## src/sle_pkg.sv

```systemverilog
// shared types, widths and codes of the sorted list engine
package sle_pkg;

   localparam int SLE_CAPACITY = 16;

   localparam int OP_W  = 2;
   localparam int VAL_W = 32;
   localparam int POS_W = 5;
   localparam int ST_W  = 2;
   localparam int LEN_W = 5;

   typedef enum logic [OP_W-1:0] {
      OP_INSERT = 2'd0,
      OP_REMOVE = 2'd1,
      OP_READ   = 2'd2,
      OP_CLEAR  = 2'd3
   } op_type;

   typedef enum logic [ST_W-1:0] {
      STATUS_DONE    = 2'd0,
      STATUS_FULL    = 2'd1,
      STATUS_BAD_POS = 2'd2
   } status_type;

   // controller to datapath
   typedef struct packed {
      logic capture;     // latch request, init walk index
      logic mem_read;    // read list word at op dependent address
      logic mem_write;   // write list word at walk index
      logic wr_value;    // write data: 1 request value, 0 word just read
      logic idx_dec;
      logic idx_inc;
      logic cnt_inc;
      logic cnt_dec;
      logic cnt_clr;
      logic set_full;
      logic set_bad;
      logic take_rdata;
      logic rsp_load;    // move result into output register
   } ctrl_cmd_type;

   // datapath to controller
   typedef struct packed {
      op_type op;
      logic   full;
      logic   pos_ok;
      logic   idx_zero;
      logic   idx_last;
      logic   ge;        // word just read >= request value
   } dp_flags_type;

endpackage

```

## src/sle_req_if.sv

```systemverilog
// request channel: valid/ready with opcode, value and position
interface sle_req_if import sle_pkg::*; ();
   logic                    valid;
   logic                    ready;
   logic [OP_W-1:0]         opcode;
   logic signed [VAL_W-1:0] value;
   logic [POS_W-1:0]        position;

   modport source (output valid, output opcode, output value, output position, input ready);
   modport sink   (input valid, input opcode, input value, input position, output ready);
endinterface

```

## src/sle_rsp_if.sv

```systemverilog
// response channel: valid/ready with status, read data and list length
interface sle_rsp_if import sle_pkg::*; ();
   logic                    valid;
   logic                    ready;
   logic [ST_W-1:0]         status;
   logic signed [VAL_W-1:0] read_value;
   logic [LEN_W-1:0]        length;
   logic                    is_empty;

   modport source (output valid, output status, output read_value, output length,
                   output is_empty, input ready);
   modport sink   (input valid, input status, input read_value, input length,
                   input is_empty, output ready);
endinterface

```

## src/sle_dpath.sv

```systemverilog
// datapath: list memory, entry count, walk index and result registers
module sle_dpath import sle_pkg::*; #(
   parameter int CAPACITY = SLE_CAPACITY
) (
   input  logic                    clock,
   input  logic                    reset,
   input  logic [OP_W-1:0]         req_opcode,
   input  logic signed [VAL_W-1:0] req_value,
   input  logic [POS_W-1:0]        req_position,
   input  ctrl_cmd_type            cmd,
   output dp_flags_type            flags,
   output logic [ST_W-1:0]         rsp_status,
   output logic signed [VAL_W-1:0] rsp_read_value,
   output logic [LEN_W-1:0]        rsp_length,
   output logic                    rsp_is_empty
);

   localparam int AW    = $clog2(CAPACITY);
   localparam int CW    = $clog2(CAPACITY + 1);
   localparam int CMP_W = (CW > POS_W) ? CW : POS_W;

   logic [VAL_W-1:0] mem [CAPACITY];

   op_type                  op_ff, op_in;
   logic signed [VAL_W-1:0] val_ff, val_in;
   logic [POS_W-1:0]        pos_ff, pos_in;
   logic [AW-1:0]           idx_ff, idx_in;
   logic [CW-1:0]           count_ff, count_in;
   status_type              status_ff, status_in;
   logic signed [VAL_W-1:0] rdata_ff, rdata_in;
   logic signed [VAL_W-1:0] mem_rd_ff;
   logic [ST_W-1:0]         rsp_status_ff, rsp_status_in;
   logic signed [VAL_W-1:0] rsp_rdata_ff, rsp_rdata_in;
   logic [LEN_W-1:0]        rsp_len_ff, rsp_len_in;
   logic                    rsp_empty_ff, rsp_empty_in;

   logic [AW-1:0]           idx_plus, idx_minus, pos_addr, rd_addr;
   logic signed [VAL_W-1:0] wr_data;

   always_comb begin
      idx_plus  = idx_ff + AW'(1);
      idx_minus = idx_ff - AW'(1);
      pos_addr  = AW'(pos_ff - POS_W'(1));
      case (op_ff)
         OP_INSERT: rd_addr = idx_minus;
         OP_REMOVE: rd_addr = idx_plus;
         default:   rd_addr = pos_addr;
      endcase
      wr_data = cmd.wr_value ? val_ff : mem_rd_ff;
   end

   always_comb begin
      op_in  = op_ff;
      val_in = val_ff;
      pos_in = pos_ff;
      idx_in = idx_ff;
      if (cmd.capture) begin
         op_in  = op_type'(req_opcode);
         val_in = req_value;
         pos_in = req_position;
         // insert walks the hole down from the tail, remove walks it up
         if (op_type'(req_opcode) == OP_INSERT) begin
            idx_in = AW'(count_ff);
         end else begin
            idx_in = AW'(req_position - POS_W'(1));
         end
      end else if (cmd.idx_dec) begin
         idx_in = idx_minus;
      end else if (cmd.idx_inc) begin
         idx_in = idx_plus;
      end
   end

   always_comb begin
      count_in = count_ff;
      if (cmd.cnt_clr) begin
         count_in = '0;
      end else if (cmd.cnt_inc) begin
         count_in = count_ff + CW'(1);
      end else if (cmd.cnt_dec) begin
         count_in = count_ff - CW'(1);
      end
   end

   always_comb begin
      status_in = status_ff;
      rdata_in  = rdata_ff;
      if (cmd.capture) begin
         status_in = STATUS_DONE;
         rdata_in  = '0;
      end else begin
         if (cmd.set_full) begin
            status_in = STATUS_FULL;
         end else if (cmd.set_bad) begin
            status_in = STATUS_BAD_POS;
         end
         if (cmd.take_rdata) begin
            rdata_in = mem_rd_ff;
         end
      end
   end

   always_comb begin
      rsp_status_in = rsp_status_ff;
      rsp_rdata_in  = rsp_rdata_ff;
      rsp_len_in    = rsp_len_ff;
      rsp_empty_in  = rsp_empty_ff;
      if (cmd.rsp_load) begin
         rsp_status_in = status_ff;
         rsp_rdata_in  = rdata_ff;
         rsp_len_in    = LEN_W'(count_ff);
         rsp_empty_in  = (count_ff == '0);
      end
   end

   always_ff @(posedge clock) begin
      if (reset) begin
         count_ff <= '0;
      end else begin
         count_ff <= count_in;
      end
   end

   always_ff @(posedge clock) begin
      op_ff         <= op_in;
      val_ff        <= val_in;
      pos_ff        <= pos_in;
      idx_ff        <= idx_in;
      status_ff     <= status_in;
      rdata_ff      <= rdata_in;
      rsp_status_ff <= rsp_status_in;
      rsp_rdata_ff  <= rsp_rdata_in;
      rsp_len_ff    <= rsp_len_in;
      rsp_empty_ff  <= rsp_empty_in;
   end

   // list storage, one port read or written per cycle
   always_ff @(posedge clock) begin
      if (cmd.mem_write) begin
         mem[idx_ff] <= wr_data;
      end
      if (cmd.mem_read) begin
         mem_rd_ff <= mem[rd_addr];
      end
   end

   always_comb begin
      flags.op       = op_ff;
      flags.full     = (count_ff == CW'(CAPACITY));
      flags.pos_ok   = (pos_ff != '0) && (CMP_W'(pos_ff) <= CMP_W'(count_ff));
      flags.idx_zero = (idx_ff == '0);
      flags.idx_last = ((CW'(idx_ff) + CW'(1)) == count_ff);
      flags.ge       = (mem_rd_ff >= val_ff);
   end

   assign rsp_status     = rsp_status_ff;
   assign rsp_read_value = rsp_rdata_ff;
   assign rsp_length     = rsp_len_ff;
   assign rsp_is_empty   = rsp_empty_ff;

endmodule

```

## src/sle_ctrl.sv

```systemverilog
// controller: request handshake, list walk sequencing, response valid
module sle_ctrl import sle_pkg::*; (
   input  logic         clock,
   input  logic         reset,
   input  logic         req_valid,
   output logic         req_ready,
   output logic         rsp_valid,
   input  logic         rsp_ready,
   input  dp_flags_type flags,
   output ctrl_cmd_type cmd
);

   typedef enum logic [3:0] {
      S_IDLE  = 4'b0001,
      S_LOOK  = 4'b0010,
      S_CHECK = 4'b0100,
      S_REPLY = 4'b1000
   } state_type;

   state_type state_ff, state_in;
   logic      rsp_valid_ff, rsp_valid_in;
   logic      slot_free;

   assign slot_free = !rsp_valid_ff || rsp_ready;
   assign req_ready = (state_ff == S_IDLE);

   always_comb begin
      state_in = state_ff;
      cmd      = '0;
      case (state_ff)
         S_IDLE: begin
            if (req_valid) begin
               cmd.capture = 1'b1;
               state_in    = S_LOOK;
            end
         end
         S_LOOK: begin
            case (flags.op)
               OP_INSERT: begin
                  if (flags.full) begin
                     cmd.set_full = 1'b1;
                     state_in     = S_REPLY;
                  end else if (flags.idx_zero) begin
                     cmd.mem_write = 1'b1;
                     cmd.wr_value  = 1'b1;
                     cmd.cnt_inc   = 1'b1;
                     state_in      = S_REPLY;
                  end else begin
                     cmd.mem_read = 1'b1;
                     state_in     = S_CHECK;
                  end
               end
               OP_REMOVE: begin
                  if (!flags.pos_ok) begin
                     cmd.set_bad = 1'b1;
                     state_in    = S_REPLY;
                  end else if (flags.idx_last) begin
                     cmd.cnt_dec = 1'b1;
                     state_in    = S_REPLY;
                  end else begin
                     cmd.mem_read = 1'b1;
                     state_in     = S_CHECK;
                  end
               end
               OP_READ: begin
                  if (!flags.pos_ok) begin
                     cmd.set_bad = 1'b1;
                     state_in    = S_REPLY;
                  end else begin
                     cmd.mem_read = 1'b1;
                     state_in     = S_CHECK;
                  end
               end
               default: begin
                  cmd.cnt_clr = 1'b1;
                  state_in    = S_REPLY;
               end
            endcase
         end
         S_CHECK: begin
            case (flags.op)
               OP_INSERT: begin
                  cmd.mem_write = 1'b1;
                  if (flags.ge) begin
                     // move the larger word up, keep walking down
                     cmd.idx_dec = 1'b1;
                     state_in    = S_LOOK;
                  end else begin
                     cmd.wr_value = 1'b1;
                     cmd.cnt_inc  = 1'b1;
                     state_in     = S_REPLY;
                  end
               end
               OP_REMOVE: begin
                  cmd.mem_write = 1'b1;
                  cmd.idx_inc   = 1'b1;
                  state_in      = S_LOOK;
               end
               default: begin
                  cmd.take_rdata = 1'b1;
                  state_in       = S_REPLY;
               end
            endcase
         end
         S_REPLY: begin
            if (slot_free) begin
               cmd.rsp_load = 1'b1;
               state_in     = S_IDLE;
            end
         end
         default: begin
            state_in = S_IDLE;
         end
      endcase
   end

   always_comb begin
      rsp_valid_in = rsp_valid_ff;
      if (cmd.rsp_load) begin
         rsp_valid_in = 1'b1;
      end else if (rsp_ready) begin
         rsp_valid_in = 1'b0;
      end
   end

   always_ff @(posedge clock) begin
      if (reset) begin
         state_ff     <= S_IDLE;
         rsp_valid_ff <= 1'b0;
      end else begin
         state_ff     <= state_in;
         rsp_valid_ff <= rsp_valid_in;
      end
   end

   assign rsp_valid = rsp_valid_ff;

endmodule

```

## src/sorted_list_engine_core.sv

```systemverilog
// top level of the sorted list engine: controller plus datapath
//
// keeps up to CAPACITY signed 32-bit words in ascending order
// req_if carries opcode (insert, remove, read, clear), value and a 1-based
// position; a transfer happens on valid and ready both high
// rsp_if returns one transfer per request: status, read data (zero unless
// a good read), list length after the request and an empty flag
// one request is worked at a time; the single-port list memory is walked
// one word at a time (read, then write); the steps are:
//   full insert, bad position, clear, insert into empty list: straight to
//   the response; read: one word read; insert: a read and a write per word
//   moved up, then one more read (unless the new word lands at the head)
//   and the new word written; remove: a read and a write per word moved down
// the next request can be taken in the cycle after the response is loaded
// a response waiting in the output register does not block the next
// request; only loading a new response waits for the old one to go
// reset (synchronous) empties the list and drops any pending response;
// list words themselves are not cleared, only the count is
module sorted_list_engine_core import sle_pkg::*; #(
   parameter int CAPACITY = SLE_CAPACITY
) (
   input logic        clock,
   input logic        reset,
   sle_req_if.sink    req_if,
   sle_rsp_if.source  rsp_if
);

   ctrl_cmd_type cmd;
   dp_flags_type flags;

   // sequencing: idle, address/decide, data back/write, response load
   sle_ctrl u_ctrl (
      .clock     (clock),
      .reset     (reset),
      .req_valid (req_if.valid),
      .req_ready (req_if.ready),
      .rsp_valid (rsp_if.valid),
      .rsp_ready (rsp_if.ready),
      .flags     (flags),
      .cmd       (cmd)
   );

   // storage, count and result registers
   sle_dpath #(
      .CAPACITY (CAPACITY)
   ) u_dpath (
      .clock          (clock),
      .reset          (reset),
      .req_opcode     (req_if.opcode),
      .req_value      (req_if.value),
      .req_position   (req_if.position),
      .cmd            (cmd),
      .flags          (flags),
      .rsp_status     (rsp_if.status),
      .rsp_read_value (rsp_if.read_value),
      .rsp_length     (rsp_if.length),
      .rsp_is_empty   (rsp_if.is_empty)
   );

endmodule
```

## src/flat_wrapper.sv

```systemverilog
// flat-port wrapper written by rule: the top's interface ports become plain ports
module sorted_list_engine_core_flat import sle_pkg::*;
#(
   parameter int CAPACITY = SLE_CAPACITY
)
  (clock, reset, req_if_valid, req_if_opcode, req_if_value, req_if_position, req_if_ready, rsp_if_valid, rsp_if_status, rsp_if_read_value, rsp_if_length, rsp_if_is_empty, rsp_if_ready);
  sle_req_if req_if_i ();
  sle_rsp_if rsp_if_i ();
  input logic clock;
  input logic reset;
  input wire logic [$bits(req_if_i.valid)-1:0] req_if_valid;
  input wire logic [$bits(req_if_i.opcode)-1:0] req_if_opcode;
  input wire logic [$bits(req_if_i.value)-1:0] req_if_value;
  input wire logic [$bits(req_if_i.position)-1:0] req_if_position;
  output wire logic [$bits(req_if_i.ready)-1:0] req_if_ready;
  output wire logic [$bits(rsp_if_i.valid)-1:0] rsp_if_valid;
  output wire logic [$bits(rsp_if_i.status)-1:0] rsp_if_status;
  output wire logic [$bits(rsp_if_i.read_value)-1:0] rsp_if_read_value;
  output wire logic [$bits(rsp_if_i.length)-1:0] rsp_if_length;
  output wire logic [$bits(rsp_if_i.is_empty)-1:0] rsp_if_is_empty;
  input wire logic [$bits(rsp_if_i.ready)-1:0] rsp_if_ready;
  assign req_if_i.valid = req_if_valid;
  assign req_if_i.opcode = req_if_opcode;
  assign req_if_i.value = req_if_value;
  assign req_if_i.position = req_if_position;
  assign req_if_ready = req_if_i.ready;
  assign rsp_if_valid = rsp_if_i.valid;
  assign rsp_if_status = rsp_if_i.status;
  assign rsp_if_read_value = rsp_if_i.read_value;
  assign rsp_if_length = rsp_if_i.length;
  assign rsp_if_is_empty = rsp_if_i.is_empty;
  assign rsp_if_i.ready = rsp_if_ready;
  sorted_list_engine_core #(.CAPACITY(CAPACITY)) u_core (.clock(clock), .reset(reset), .req_if(req_if_i), .rsp_if(rsp_if_i));
endmodule
```

## config.mk

```make
export PLATFORM = sky130hd
export DESIGN_NAME = sorted_list_engine_core_flat
export DESIGN_NICKNAME = d
export VERILOG_FILES = /design/src/sle_pkg.sv /design/src/sle_req_if.sv /design/src/sle_rsp_if.sv /design/src/sle_dpath.sv /design/src/sle_ctrl.sv /design/src/sorted_list_engine_core.sv /design/src/flat_wrapper.sv
export SDC_FILE = /design/constraint.sdc
export NUM_CORES = 1
export LEC_CHECK = 0
export BUFFER_PORTS_ARGS = -buffer_cell sky130_fd_sc_hd__buf_2
export CORE_MARGIN = 8
export CORE_UTILIZATION = 62
export DETAILED_ROUTE_END_ITERATION = 8
export PLACE_DENSITY = 0.84
export REMOVE_ABC_BUFFERS = 1
export SYNTH_ARGS = -nofsm -noshare
export SYNTH_HDL_FRONTEND = slang
export SYNTH_SLANG_ARGS = --single-unit
```

## constraint.sdc

```tcl
create_clock -name clock -period 6.5 [get_ports clock]
set_clock_uncertainty 0.15 [all_clocks]
set_input_delay 0.325 -clock clock [delete_from_list [all_inputs] [get_ports clock]]
set_output_delay 0.325 -clock clock [all_outputs]
set_load 0.01 [all_outputs]
```

; ---- Yosys cells after proc, flatten, opt, wreduce, memory -nomap -nowiden
; Memories as Yosys holds them, arrays and structs flattened. A register that Yosys moved wholly into a read port is not among the register bits.
; Index checks and enable logic that the tools add are counted.
[word_totals]
ff_bits = 127
ram_bits = 512
in_bits = 43
out_inout_bits = 42
wordCells = 113
n_memories = 1
[mem_list]
columns = memory, words, width, read_ports, rd_ports_with_merged_regs, wr, line_no
row1 = u_core.u_dpath.mem, 16, 32, 1, 1, 1, sle_dpath.sv:22  ; logic [VAL_W-1:0] mem [CAPACITY];
[classes]
addsub = 7
n_lt_le_gt_ge = 2
n_eq_ne = 10
mux = 61
reduce_logical = 18
[ops]
columns = cell, n
row1 = $mux W4, 13
row2 = $mux W1, 33
row3 = $ge A32 B32 Y1, 1
row4 = $mux W32, 1
row5 = $pmux W4 S2, 2
row6 = $pmux W4 S4, 1
row7 = $pmux W4 S3, 1
row8 = $sub A4 B1 Y4 const B, 3
row9 = $mux W5, 2
row10 = $mux W2, 4
row11 = $reduce_or A2 Y1, 4
row12 = $reduce_bool A2 Y1, 3
row13 = $add A4 B1 Y5 const B, 1
row14 = $add A5 B1 Y5 const B, 1
row15 = $eq A5 B5 Y1, 1
row16 = $eq A5 B5 Y1 const B, 1
row17 = $le A5 B5 Y1, 1
row18 = $logic_not A5 Y1, 1
row19 = $reduce_bool A5 Y1, 1
row20 = $sub A5 B1 Y5 const B, 1
row21 = $add A4 B1 Y4 const B, 1
row22 = $eq A4 B1 Y1 const B, 1
row23 = $eq A4 B2 Y1 const B, 1
row24 = $eq A4 B3 Y1 const B, 1
row25 = other kinds (16), 18

; ---- Depth between registers and ports, before layout
[logic_depth]
ltp_word = 8
depth_mapped = 18
depth_no_buf = 15

; ---- Hierarchy
; From an unflattened synthesis, not the netlist that was laid out.
[unflattened]
cells_unflattened = 1371
area_unflattened_um2 = 26561.7
[modules_own_cells]
columns = mod, n_inst, cells_each, area_each_um2, seq_area_each_um2
row1 = sle_dpath, 1, 1310, 26026.2, 19608.8
row2 = sle_ctrl, 1, 61, 535.5, 100.1

; ---- Least setup slack after synthesis
; No wires, ideal clock.
[synth_timing]
path_kind = register to register
start = reg u_core.u_dpath.idx_ff[0]
end = mem u_core.u_dpath.mem[3][0] (enable)
setup_time_ns = 0.461
t_arrival_ns = 3.920
t_required_ns = 5.889
setup_slack_ns = 1.969
stages_incl_launch_ff = 10
path_buffers = 1
period_less_slack_ns = 4.531
path_cell_list = edfxtp_1 buf_2 inv_1 ha_1 or3b_1 a211oi_2 o21ai_2 nand2_1 nand2_1 nor3_1
[synth_via]
elab_chain_len = 7
[synth_lines]
columns = item, line_no
row1 = "start, declared", sle_dpath.sv:27  ; logic [AW-1:0] idx_ff, idx_in;
row2 = "start signal, assigned", sle_dpath.sv:128  ; idx_ff <= idx_in;
row3 = $logic_not A4 Y1, sle_dpath.sv:151  ; flags.idx_zero = (idx_ff == '0);
row4 = $mux W2, sle_ctrl.sv:43  ; end else if (flags.idx_zero) begin
row5 = $mux W3, sle_ctrl.sv:40  ; if (flags.full) begin
row6 = $mux W2, sle_ctrl.sv:38  ; case (flags.op)
row7 = $pmux W2 S2, sle_ctrl.sv:30  ; case (state_ff)
row8 = $mux W1, sle_dpath.sv:139  ; if (cmd.mem_write) begin
row9 = $mux W1 (not written as such), sle_dpath.sv:140  ; mem[idx_ff] <= wr_data;
row10 = "end, declared", sle_dpath.sv:22
; Several ways; a longest one is shown, not always the timed one.

; ---- Worst setup path after layout
[layout_timing]
start = reg u_core.u_dpath.mem_rd_ff[14] (read register of u_core.u_dpath.mem)
end = reg u_core.u_dpath.count_ff[4]
[layout_via]
elab_chain_len = 5
elab_cells_between_ends = 6
cone_classes = order compare: 1 / mux: 4 / reduce/logical: 1
[layout_lines]
columns = item, line_no
row1 = "start, declared", sle_dpath.sv:31  ; logic signed [VAL_W-1:0] mem_rd_ff;
row2 = $ge A32 B32 Y1 (*), sle_dpath.sv:153  ; flags.ge = (mem_rd_ff >= val_ff);
row3 = $mux W1 (*), sle_ctrl.sv:84  ; if (flags.ge) begin
row4 = $mux W1 (*), sle_ctrl.sv:81  ; case (flags.op)
row5 = $pmux W1 S2 (*), sle_ctrl.sv:30
row6 = $mux W5 or $reduce_bool A2 Y1 (tied branches), --
row7 = "end signal, assigned", sle_dpath.sv:120  ; count_ff <= count_in;
row8 = "end, declared", sle_dpath.sv:28  ; logic [CW-1:0] count_ff, count_in;
; Every way passes the cells marked *; elsewhere a longest branch is shown, timed or not.
; A chain may end at the register's enable or synchronous reset.

==> impl_metrics.csv <==
group,metric,value,unit
grt,grt_pass1_wl,96100,um
logic_synthesis,yosys.area.top_type_share,0.700,
logic_synthesis,synth_compound_area_frac,0.0421,
logic_synthesis,synth_commonest_cells,"627 x edfxtp_1, 128 x mux4_2, 94 x nand2_1",
clocking,clock-root-buffer,"clkbuf_16",
timing,hold_violations,0,
placement,placedCellCount,2086,
die,dieWidth,224,um
placement,dp.final_hpwl,35300,um
clocking,cts_buffer_depth,3,
worst_setup_path,cp.arrival,4.66,ns
clocking,cts_sinks,671,
die,rows,76,
logic_synthesis,synthDistinctLibCells,69,
placement,gp_congestion,0.883,
worst_setup_path,crit_end,"u_core.u_dpath.count_ff[4]",
timing,tightest_slew,1.27,ns
hold_path,hold_class,"in -> reg",
clocking,tritoncts,"built",
timing,finalCritPeriodShare,0.654,
timing,post-route-min-period,4.25,ns
logic_synthesis,synth_seq_cells,671,
timing,setup_slack,2.25,ns
placement,dp_slack,2.26,ns
final_layout,drive_gt1_frac,0.240,
drt,routedWlPerCell,29.0,um
timing,finalMaxSlewViolations,0,
worst_setup_path,startpoint,"u_core.u_dpath.mem_rd_ff[14]",
status,outcome,"finished clean",
logic_synthesis,synth_top_family_by_area,"multiplexers",
logic_synthesis,synthArstFlopShare,0,
die,die_h,224,um
power_and_ir_drop,leakage,10.2,nW
power_and_ir_drop,p_per_area,332,nW/um2
drt,vias,14765,
logic_synthesis,synth_xor_area_frac,0.00358,
worst_setup_path,crit_fanout,39,
timing,hold-worst-slack,0.242,ns
final_layout,final_cells,2241,
die,coreArea,43000,um2
clocking,path_clk_slew,0.07,ns
grt,grt_pass1_vias,15377,
worst_setup_path,r2r_start,"u_core.u_dpath.mem_rd_ff[14]",
drt,avgViaCountPerCell,6.59,
timing,slew-limit-headroom,0.149,
job,maxCapViolCount,0,
drt,drc,0,
logic_synthesis,synth.most_common_cell,"edfxtp_1",
logic_synthesis,syn_area,26900,um2
die,start_util,0.626,
final_layout,nets,1702,
logic_synthesis,syn_inst,1454,
timing,rsz0062_at_grt,"no",
drt,first_pass_iters,8,
logic_synthesis,synth.area.mux_share,0.134,
grt,grt_antenna_before_repair,0,
worst_setup_path,worst-setup-path-type,"reg -> reg",
logic_synthesis,ys_warn_count,0,
clocking,numCtsBuffers,61,
timing,max_freq,235,MHz
logic_synthesis,synth_edf_count,627,
timing,fin_tns_setup,0,ns
power_and_ir_drop,vdd_drop_max,242,uV
die,ioPinCount,85,
logic_synthesis,syn_avg_cell_area,18.5,um2
worst_setup_path,required,6.91,ns
logic_synthesis,synth_adder_area_share,0.0249,
grt,grtUsageTotal,0.259,
logic_synthesis,seq_area_frac_synth,0.733,
logic_synthesis,synth_simple_gate_area_frac,0.0424,
final_layout,nFillCells,2477,
logic_synthesis,ys_top_cells_by_area,"edfxtp_1 70%, mux4_2 11%, dfxtp_1 3.3%",
worst_setup_path,rrSetupSlack,2.25,ns
worst_setup_path,startpoint_type,"flop",
clocking,clock_latency,0.63,ns
logic_synthesis,synthFlopType,"edfxtp_1",
grt,grt_overflow_total,0,
die,die_area,50300,um2
drt,ant_nets,0,
drt,drt_iter0_drc,1959,
logic_synthesis,synth_top_area_cell,"edfxtp_1",
clocking,cts-htree-levels,2,
drt,wl,64900,um
timing,finalSetupViolations,0,
worst_setup_path,endpoint_kind,"flop",
worst_setup_path,reg2regPathDepth,14,
worst_setup_path,r2r_end,"u_core.u_dpath.count_ff[4]",
grt,grt_start_max_net_pins,76,
placement,portBuffers,84,
final_layout,area_growth,13.7,%
final_layout,num_antenna_cells,0,
clocking,cts_setup_buffers,0,
flip-flops by register name, summed over array words and instances, names as in the netlist:
signal and cells:
u_core.u_dpath.mem_rd_ff 32, u_core.u_dpath.rsp_is_empty 1, u_core.u_dpath.rdata_ff 32, u_core.u_dpath.op_ff 2
u_core.u_dpath.status_ff 2, u_core.u_dpath.pos_ff 5, u_core.u_dpath.idx_ff 4, u_core.u_dpath.rsp_length 5
u_core.u_ctrl.rsp_valid 1, u_core.u_dpath.mem 512, u_core.u_dpath.val_ff 32, u_core.u_dpath.count_ff 5
u_core.u_ctrl.state_ff 4, u_core.u_dpath.rsp_status 2, u_core.u_dpath.rsp_read_value 32
how the worst min path moves through the flow:
stage,depth (start not counted),to,startpoint
2_1_floorplan,1,u_core.u_ctrl.rsp_valid,reset
3_3_place_gp,0,u_core.u_dpath.rsp_read_value[10],u_core.u_dpath.rdata_ff[10]
3_5_place_dp,0,u_core.u_dpath.rsp_read_value[12],u_core.u_dpath.rdata_ff[12]
4_1_cts,2,u_core.u_dpath.val_ff[20],req_if_value[20]
5_1_grt,2,u_core.u_dpath.val_ff[16],req_if_value[16]
6_report,2,u_core.u_dpath.val_ff[25],req_if_value[25]
power by group:
group          switching (W)  total (W)  internal, W
clock network        0.00156    0.00367      0.00211
registers          0.0000632    0.00486      0.00479
logic               0.000879    0.00162     0.000740
total                0.00251     0.0101      0.00764
layout by cell type (no fill, tap or decap), types with 9 or more instances in the layout:
cell type and count:
clkbuf_16 61, mux4_2 128, nand2_1 94, nor2b_1 35, buf_2 84, nor2_4 12, a211oi_1 33, nor2_1 16
clkbuf_1 20, inv_1 52, a21oi_1 85, edfxtp_1 627, dfxtp_1 44, buf_4 29, o21ai_0 9, ha_1 52
mux2i_1 36, mux2_2 29, bufinv_16 9, dlygate4sd3_1 42
metrics by stage:
step	area (um2)	power, W	utilization
after floorplan	26600	0.00653	-
after global placement	28100	0.00646	0.655
after detailed placement	28100	0.00651	0.655
after CTS	30600	0.0102	0.712
after global routing	30600	0.0104	0.712
final	30600	0.0101	0.712
timing repair:
| item | 4_1_cts | 5_1_grt |
|---|---|---|
| hold buffers | 42 | 0 |
| resized for setup | 0 | 0 |
| endpoints found under the setup margin | 0 | 0 |
| hold endpoints to repair | 49 | 0 |
logic make-up after synthesis:
group           count (synthesis)
compound gates                178
buf+inv                       122
mux                           196
simple gates                  223
xor+xnor                       11
fa+ha+maj                      53
flops                         671
critical path: stages (launching register included):
cell,delay [ns]
edfxtp_1,0.47
ha_1,0.36
nand3_1,0.16
nor4_1,0.49
o21ai_0,0.23
a31o_2,0.34
a31oi_4,0.30
inv_4,0.29
fa_1,0.49
nor2b_1,0.16
o21ai_0,0.12
nand2b_1,0.11
nor4_1,0.06
mux2i_1,0.24
mux2i_1,0.20
per-layer routing:
layer,share of wire,track usage,up-vias
met1,0.36,0.333,7404
met3,0.11,0.0561,193
met4,0.049,0.129,0
li1,-,-,6098
met5,0,0,-
met2,0.48,0.418,1070
layout make-up:
class,instances,area (um2),share of cell area
inverters,54,206,0.00675
clock buffers,82,1620,0.0528
well taps,585,732,0.0239
multi-input cells,661,6810,0.223
repair buffers,157,1100,0.0359
flip-flops and latches,671,19700,0.644
clock inverters,31,427,0.0139
No activity file was read; power rests on OpenSTA's default activity.
